--- src/sv/mpq_pkg.sv ---
// Shared constants and types for the min-first priority queue.
package mpq_pkg;

    localparam int QUEUE_DEPTH_DEF = 16;
    localparam int PRIO_BITS_DEF   = 8;
    localparam int TAG_BITS_DEF    = 16;

    localparam int STATUS_BITS = 2;

    localparam logic CMD_ENQ = 1'b0;
    localparam logic CMD_DEQ = 1'b1;

    localparam logic [STATUS_BITS-1:0] STAT_OK    = 2'd0;
    localparam logic [STATUS_BITS-1:0] STAT_FULL  = 2'd1;
    localparam logic [STATUS_BITS-1:0] STAT_EMPTY = 2'd2;

    // Chain-wide control broadcast to every cell
    typedef struct packed {
        logic push;
        logic pop;
    } mpq_ctrl_t;

endpackage

--- src/sv/mpq_cell.sv ---
// One storage cell of the sorted queue chain.
module mpq_cell #(
    parameter int PRIO_BITS = mpq_pkg::PRIO_BITS_DEF,
    parameter int TAG_BITS  = mpq_pkg::TAG_BITS_DEF
) (
    input  logic                 clk,
    input  logic                 rst_n,
    input  mpq_pkg::mpq_ctrl_t   ctrl,
    input  logic [PRIO_BITS-1:0] new_prio,
    input  logic [TAG_BITS-1:0]  new_tag,
    input  logic                 left_keep,
    input  logic                 left_valid,
    input  logic [PRIO_BITS-1:0] left_prio,
    input  logic [TAG_BITS-1:0]  left_tag,
    input  logic                 right_valid,
    input  logic [PRIO_BITS-1:0] right_prio,
    input  logic [TAG_BITS-1:0]  right_tag,
    output logic                 keep,
    output logic                 valid,
    output logic [PRIO_BITS-1:0] prio,
    output logic [TAG_BITS-1:0]  tag
);

    logic                 valid_reg;
    logic                 valid_next;
    logic [PRIO_BITS-1:0] prio_reg;
    logic [PRIO_BITS-1:0] prio_next;
    logic [TAG_BITS-1:0]  tag_reg;
    logic [TAG_BITS-1:0]  tag_next;

    // An equal priority stays ahead of the newcomer: arrival order among ties
    assign keep = valid_reg && (prio_reg <= new_prio);

    always_comb
    begin
        valid_next = valid_reg;
        prio_next  = prio_reg;
        tag_next   = tag_reg;
        if (ctrl.pop)
        begin
            valid_next = right_valid;
            prio_next  = right_prio;
            tag_next   = right_tag;
        end
        else if (ctrl.push && !keep)
        begin
            if (left_keep)
            begin
                valid_next = 1'b1;
                prio_next  = new_prio;
                tag_next   = new_tag;
            end
            else
            begin
                valid_next = left_valid;
                prio_next  = left_prio;
                tag_next   = left_tag;
            end
        end
    end

    always_ff @(posedge clk or negedge rst_n)
    begin
        if (!rst_n)
        begin
            valid_reg <= 1'b0;
        end
        else
        begin
            valid_reg <= valid_next;
        end
    end

    always_ff @(posedge clk)
    begin
        prio_reg <= prio_next;
        tag_reg  <= tag_next;
    end

    assign valid = valid_reg;
    assign prio  = prio_reg;
    assign tag   = tag_reg;

endmodule

--- src/sv/min_priority_queue_fifo_ties_top.sv ---
// Min-first priority queue with first-come order among equal priorities, built as
// a sorted chain of QUEUE_DEPTH cells. Each beat is an enqueue or a dequeue and
// yields exactly one registered result beat. Every cell compares only its own
// priority with the incoming one and takes data from itself, a neighbour or the
// input, so one beat is taken every clock; input ready drops only while a result
// waits unconsumed and the output side is stalled. Dequeue returns cell 0, the head.
module min_priority_queue_fifo_ties_top #(
    parameter int QUEUE_DEPTH = mpq_pkg::QUEUE_DEPTH_DEF,
    parameter int PRIO_BITS   = mpq_pkg::PRIO_BITS_DEF,
    parameter int TAG_BITS    = mpq_pkg::TAG_BITS_DEF,
    localparam int CNT_BITS   = $clog2(QUEUE_DEPTH + 1)
) (
    input  logic                            clk,
    input  logic                            rst_n,
    input  logic                            in_valid,
    output logic                            in_ready,
    input  logic                            cmd,
    input  logic [TAG_BITS-1:0]             tag,
    input  logic [PRIO_BITS-1:0]            priority_req,
    output logic                            out_valid,
    input  logic                            out_ready,
    output logic [mpq_pkg::STATUS_BITS-1:0] status,
    output logic [TAG_BITS-1:0]             out_tag,
    output logic [PRIO_BITS-1:0]            out_priority,
    output logic [CNT_BITS-1:0]             occupancy
);

    logic                 cell_valid [QUEUE_DEPTH];
    logic                 cell_keep  [QUEUE_DEPTH];
    logic [PRIO_BITS-1:0] cell_prio  [QUEUE_DEPTH];
    logic [TAG_BITS-1:0]  cell_tag   [QUEUE_DEPTH];
    logic [QUEUE_DEPTH-1:0] valid_vec;

    mpq_pkg::mpq_ctrl_t ctrl;

    logic accept;
    logic full;
    logic empty;

    logic                            out_valid_reg;
    logic [mpq_pkg::STATUS_BITS-1:0] status_reg;
    logic [mpq_pkg::STATUS_BITS-1:0] status_next;
    logic [TAG_BITS-1:0]             out_tag_reg;
    logic [TAG_BITS-1:0]             out_tag_next;
    logic [PRIO_BITS-1:0]            out_prio_reg;
    logic [PRIO_BITS-1:0]            out_prio_next;
    logic [CNT_BITS-1:0]             count_reg;
    logic [CNT_BITS-1:0]             count_next;

    assign in_ready = !out_valid_reg || out_ready;
    assign accept   = in_valid && in_ready;
    assign full     = cell_valid[QUEUE_DEPTH-1];
    assign empty    = !cell_valid[0];

    assign ctrl.push = accept && (cmd == mpq_pkg::CMD_ENQ) && !full;
    assign ctrl.pop  = accept && (cmd == mpq_pkg::CMD_DEQ) && !empty;

    genvar i;
    generate
        for (i = 0; i < QUEUE_DEPTH; i++)
        begin : g_cell
            logic                 l_keep;
            logic                 l_valid;
            logic [PRIO_BITS-1:0] l_prio;
            logic [TAG_BITS-1:0]  l_tag;
            logic                 r_valid;
            logic [PRIO_BITS-1:0] r_prio;
            logic [TAG_BITS-1:0]  r_tag;

            if (i == 0)
            begin : g_head
                // Head cell: newcomer lands here unless the head stays
                assign l_keep  = 1'b1;
                assign l_valid = 1'b0;
                assign l_prio  = '0;
                assign l_tag   = '0;
            end
            else
            begin : g_mid
                assign l_keep  = cell_keep[i-1];
                assign l_valid = cell_valid[i-1];
                assign l_prio  = cell_prio[i-1];
                assign l_tag   = cell_tag[i-1];
            end

            if (i == QUEUE_DEPTH - 1)
            begin : g_tail
                assign r_valid = 1'b0;
                assign r_prio  = '0;
                assign r_tag   = '0;
            end
            else
            begin : g_body
                assign r_valid = cell_valid[i+1];
                assign r_prio  = cell_prio[i+1];
                assign r_tag   = cell_tag[i+1];
            end

            mpq_cell #(
                .PRIO_BITS (PRIO_BITS),
                .TAG_BITS  (TAG_BITS)
            ) u_cell (
                .clk         (clk),
                .rst_n       (rst_n),
                .ctrl        (ctrl),
                .new_prio    (priority_req),
                .new_tag     (tag),
                .left_keep   (l_keep),
                .left_valid  (l_valid),
                .left_prio   (l_prio),
                .left_tag    (l_tag),
                .right_valid (r_valid),
                .right_prio  (r_prio),
                .right_tag   (r_tag),
                .keep        (cell_keep[i]),
                .valid       (cell_valid[i]),
                .prio        (cell_prio[i]),
                .tag         (cell_tag[i])
            );

            assign valid_vec[i] = cell_valid[i];
        end
    endgenerate

    always_comb
    begin
        status_next   = mpq_pkg::STAT_OK;
        out_tag_next  = '0;
        out_prio_next = '0;
        count_next    = count_reg;
        if (cmd == mpq_pkg::CMD_ENQ)
        begin
            if (full)
            begin
                status_next = mpq_pkg::STAT_FULL;
            end
            else
            begin
                count_next = count_reg + CNT_BITS'(1);
            end
        end
        else
        begin
            if (empty)
            begin
                status_next = mpq_pkg::STAT_EMPTY;
            end
            else
            begin
                out_tag_next  = cell_tag[0];
                out_prio_next = cell_prio[0];
                count_next    = count_reg - CNT_BITS'(1);
            end
        end
    end

    always_ff @(posedge clk or negedge rst_n)
    begin
        if (!rst_n)
        begin
            out_valid_reg <= 1'b0;
            count_reg     <= '0;
        end
        else
        begin
            if (accept)
            begin
                out_valid_reg <= 1'b1;
                count_reg     <= count_next;
            end
            else if (out_ready)
            begin
                out_valid_reg <= 1'b0;
            end
        end
    end

    // Hold the result beat until taken
    always_ff @(posedge clk)
    begin
        if (accept)
        begin
            status_reg   <= status_next;
            out_tag_reg  <= out_tag_next;
            out_prio_reg <= out_prio_next;
        end
    end

    assign out_valid    = out_valid_reg;
    assign status       = status_reg;
    assign out_tag      = out_tag_reg;
    assign out_priority = out_prio_reg;
    assign occupancy    = count_reg;

    a_count_matches_cells: assert property (@(posedge clk) disable iff (!rst_n)
        $countones(valid_vec) == 32'(count_reg))
        else $error("entry count disagrees with occupied cells");

    a_head_sorted: assert property (@(posedge clk) disable iff (!rst_n)
        cell_valid[1] |-> (cell_prio[0] <= cell_prio[1]))
        else $error("head cell is not the minimum of its neighbour");

    a_full_status: assert property (@(posedge clk) disable iff (!rst_n)
        (out_valid && status == mpq_pkg::STAT_FULL) |->
            (32'(occupancy) == QUEUE_DEPTH))
        else $error("full status with room left");

    a_empty_status: assert property (@(posedge clk) disable iff (!rst_n)
        (out_valid && status == mpq_pkg::STAT_EMPTY) |-> (occupancy == '0))
        else $error("empty status with entries held");

endmodule

--- config.mk ---
export PLATFORM = sky130hd
export DESIGN_NAME = min_priority_queue_fifo_ties_top
export DESIGN_NICKNAME = d
export VERILOG_FILES = /design/src/sv/mpq_pkg.sv /design/src/sv/mpq_cell.sv /design/src/sv/min_priority_queue_fifo_ties_top.sv
export SDC_FILE = /design/constraint.sdc
export NUM_CORES = 1
export LEC_CHECK = 0
export BUFFER_PORTS_ARGS = -buffer_cell sky130_fd_sc_hd__buf_2
export CELL_PAD_IN_SITES_DETAIL_PLACEMENT = 2
export CELL_PAD_IN_SITES_GLOBAL_PLACEMENT = 2
export CORE_UTILIZATION = 45
export DETAILED_ROUTE_END_ITERATION = 12
export PLACE_DENSITY = 0.89
export SYNTH_ARGS = -nofsm -noshare
export SYNTH_HDL_FRONTEND = slang
export SYNTH_SLANG_ARGS = --single-unit
--- constraint.sdc ---
create_clock -name clk -period 10.11 [get_ports clk]
set_input_delay 0.5055 -clock clk [delete_from_list [all_inputs] [get_ports clk]]
set_output_delay 0.5055 -clock clk [all_outputs]
set_load 0.1 [all_outputs]
==> flow_summary_export.csv <==
group,metric,value,unit
routing,routed_wl,128000,µm
finish,num-nets-final,2769,
routing,post_route_drc,0,
power,total_power,7.62,mW
synthesis,synth-warning-count,0,
timing,final-max-slew-violation-count,0,
setup_path,crit-reg2reg-launch,"out_valid",
floorplanning,start_util,0.459,
global_routing,gr-usage-met1,0.539,
routing,drt-wirelength-per-cell,37.2,µm
status,run_status,"finished clean",
global_routing,met3_usage,0.0784,
setup_path,crit_chain,"buf_2 -> inv_1 -> ha_1 -> nand4_1 -> a21boi_0 -> a31oi_2 -> o21ai_0 -> nand2_1",
finish,largest_register_ffs,256,
routing,drt-pass1-iter-count,6,
synthesis,synthFlopType,"sky130_fd_sc_hd__edfxtp_1",
synthesis,syn_area_per_cell,9.61,µm²
floorplanning,overall_die_width,246,µm
flow_run,drv_cap,0,
global_routing,total_congestion_overflow,0,
floorplanning,chipHeight,246,µm
cts,cts-buffers-inserted,50,
setup_path,timing.critical_path.required,10330,ps
synthesis,synth_enable_flop_cells,386,
cts,cts.repair.resized,0,
timing,final-hold-violation-count,0,
routing,route.detailed.vias_per_inst,7.83,
cts,cts-root-to-sink-buffers,3,
floorplanning,top_level_ports,62,
worst_hold_path,class_of_the_most_critical_hold_timing_path,"primary input to async pin",
setup_path,worst-endpoint-arrival,5080,ps
placed_design,place_hpwl,74800,µm
timing,clock_skew,22.8,ps
floorplanning,std_cell_rows,88,
timing,period_minus_slack,4860,ps
global_routing,grt_util_all_layers,0.414,
synthesis,postSynth.asyncResetShare,0.0509,
global_routing,met2_usage,0.651,
synthesis,synth.net_count,2929,
floorplanning,dieArea,60300,µm²
power,power_leakage,9.83,nW
cts,tritoncts,"yes",
global_routing,global_route.peak_usage_layer,"met2",
finish,mostFrequentLayoutCells,"386 x sky130_fd_sc_hd__edfxtp_1, 365 x sky130_fd_sc_hd__nand4_1, 336 x sky130_fd_sc_hd__a31oi_1, 329 x sky130_fd_sc_hd__nor2_1, 325 x sky130_fd_sc_hd__o31ai_1",
cts,cts_root_buffer,"sky130_fd_sc_hd__clkbuf_16",
cts,clkSinkCount,432,
synthesis,seq_area_frac_synth,0.473,
cts,path_clk_slew,70,ps
power,power.ir.vdd_worst,0.000173,V
placed_design,portBuffers,61,
cts,worst_skew_pair.late_latency,620,ps
synthesis,netlist-cell-type-count,43,
synthesis,netlist_instances,2776,
synthesis,yosysTopAreaCellShare,0.434,
timing,setup-tns-final,0,ps
timing,layout_worst_path_cycle_share,0.480,
timing,max-slew-margin-rel,0.0979,
finish,layout_commonest_cell,"sky130_fd_sc_hd__edfxtp_1",
placed_design,gpl.final_weighted_congestion,0.876,
synthesis,ys_ff_latch,432,
cts,ctsHoldBuffers,0,
setup_path,worstRegToRegCells,7,
global_routing,antenna_found_initial,2,
cts,htreeDepth,2,
setup_path,critPathMaxFanout,25,
global_routing,grt_first_pass_wirelength,189000,µm
timing,grt_setup_unrepaired,"no",
timing,clock.fmax,206,MHz
finish,drive_gt1_frac,0.0865,
synthesis,mappedNetlistArea,26700,µm²
routing,dr_total_vias,26800,
setup_path,worst_path_largest_cell_delay,1020,ps
power,p_per_area,265,nW/µm²
global_routing,maximum_number_of_pins_on_one_net_before_global_route_repair,236,
setup_path,worstSetupStartpoint,"priority_req[3]",
cts,cts_setup_buffers,0,
timing,worstMarginPinSlew,1350,ps
timing,setup-violations-final,0,
floorplanning,core_area,58100,µm²
finish,areaGrowthSynthToFinish,7.56,%
setup_path,crit_slowest_cell,"sky130_fd_sc_hd__a31oi_2",
setup_path,startpoint_class,"primary input",
global_routing,grt_pass1_vias,27300,
setup_path,ff2ff_setup_slack,6040,ps
synthesis,post_synth_main_area_contributors,"sky130_fd_sc_hd__edfxtp_1 43%, sky130_fd_sc_hd__o31ai_1 9.1%, sky130_fd_sc_hd__nand4_1 8.6%",
routing,postRouteAntennaNets,0,
setup_path,timing.setup.critical_path_class,"primary input to flop",
setup_path,critical_path_end_type,"flop",
routing,drt_iter0_markers,3916,
synthesis,synth_largest_area_cell,"sky130_fd_sc_hd__edfxtp_1",
synthesized netlist by cell type (all sizes together), types with 24 or more instances:
library cell	n
inv	27
o21ai	105
buf	155
nand3	25
nand4	365
a31oi	337
nor2	330
ha	123
edfxtp	386
o31ai	325
o311ai	24
o211ai	39
nor2b	30
and3	26
nand2	103
a21oi	61
clkbuf	180
dfxtp	24
per-stage QoR:
stage               hold slack [ps]  cell area (µm²)  utilization  cells  setup slack [ps]
finish                         99.9            28700        0.494   3424              5250
CTS                            74.4            28700        0.493   3422              5540
global route                    100            28700        0.494   3423              5190
floorplan                       210            26700            -   2776              5390
detailed placement              460            27000        0.465   3328              5130
global placement                455            27000        0.465   3328              5640
worst paths after layout:
kind                                             end
setup reg to reg           g_cell[12].u_cell.prio[7]
min in group clk                           out_valid
hold reg to reg                         occupancy[4]
hold / removal                g_cell[4].u_cell.valid
max in group asynchronous    g_cell[11].u_cell.valid
setup / recovery            g_cell[0].u_cell.prio[0]
power by group:
part	internal (mW)	switching [mW]	total, mW
logic	0.783	1.94	2.73
clock network	1.09	0.832	1.92
registers	2.49	0.479	2.97
logic make-up (layout without fill, tap and decap cells):
| group | count (synthesis) | count (layout) | share of synthesized area |
|---|---|---|---|
| AO/OA/AOI/OAI | 938 | 938 | 0.237 |
| AND/OR/NAND/NOR | 903 | 903 | 0.170 |
| flip-flops | 432 | 432 | 0.473 |
| buffers and inverters | 375 | 257 | 0.0601 |
| adder cells (fa/ha/maj) | 124 | 124 | 0.0584 |
| XOR/XNOR | 4 | 4 | 0.00131 |
| other | 0 | 1 | 0 |
routing by layer:
| layer | vias up | wire [µm] |
|---|---|---|
| li1 | 10800 | - |
| met1 | 13500 | 47900 |
| met2 | 1985 | 58000 |
| met3 | 491 | 14000 |
| met4 | 4 | 7640 |
| met5 | - | 26 |
area by class of cell:
class                      instances  area [µm²]
multi-input combinational       1969       12500
clock inverter                    17         183
clock buffer                      77        1450
sequential                       432       12600
antenna                            1        2.50
fill                            5887       29400
timing repair buffer             123         803
inverter                          40         150
tap                              765         957
critical path, delay by kind of cell:
family          cells  cell delay (ps)
compound gates      3             1530
fa+ha+maj           1              610
buf+inv             2             1310
simple gates        2             1110
No activity file was read; power rests on OpenSTA's default activity.
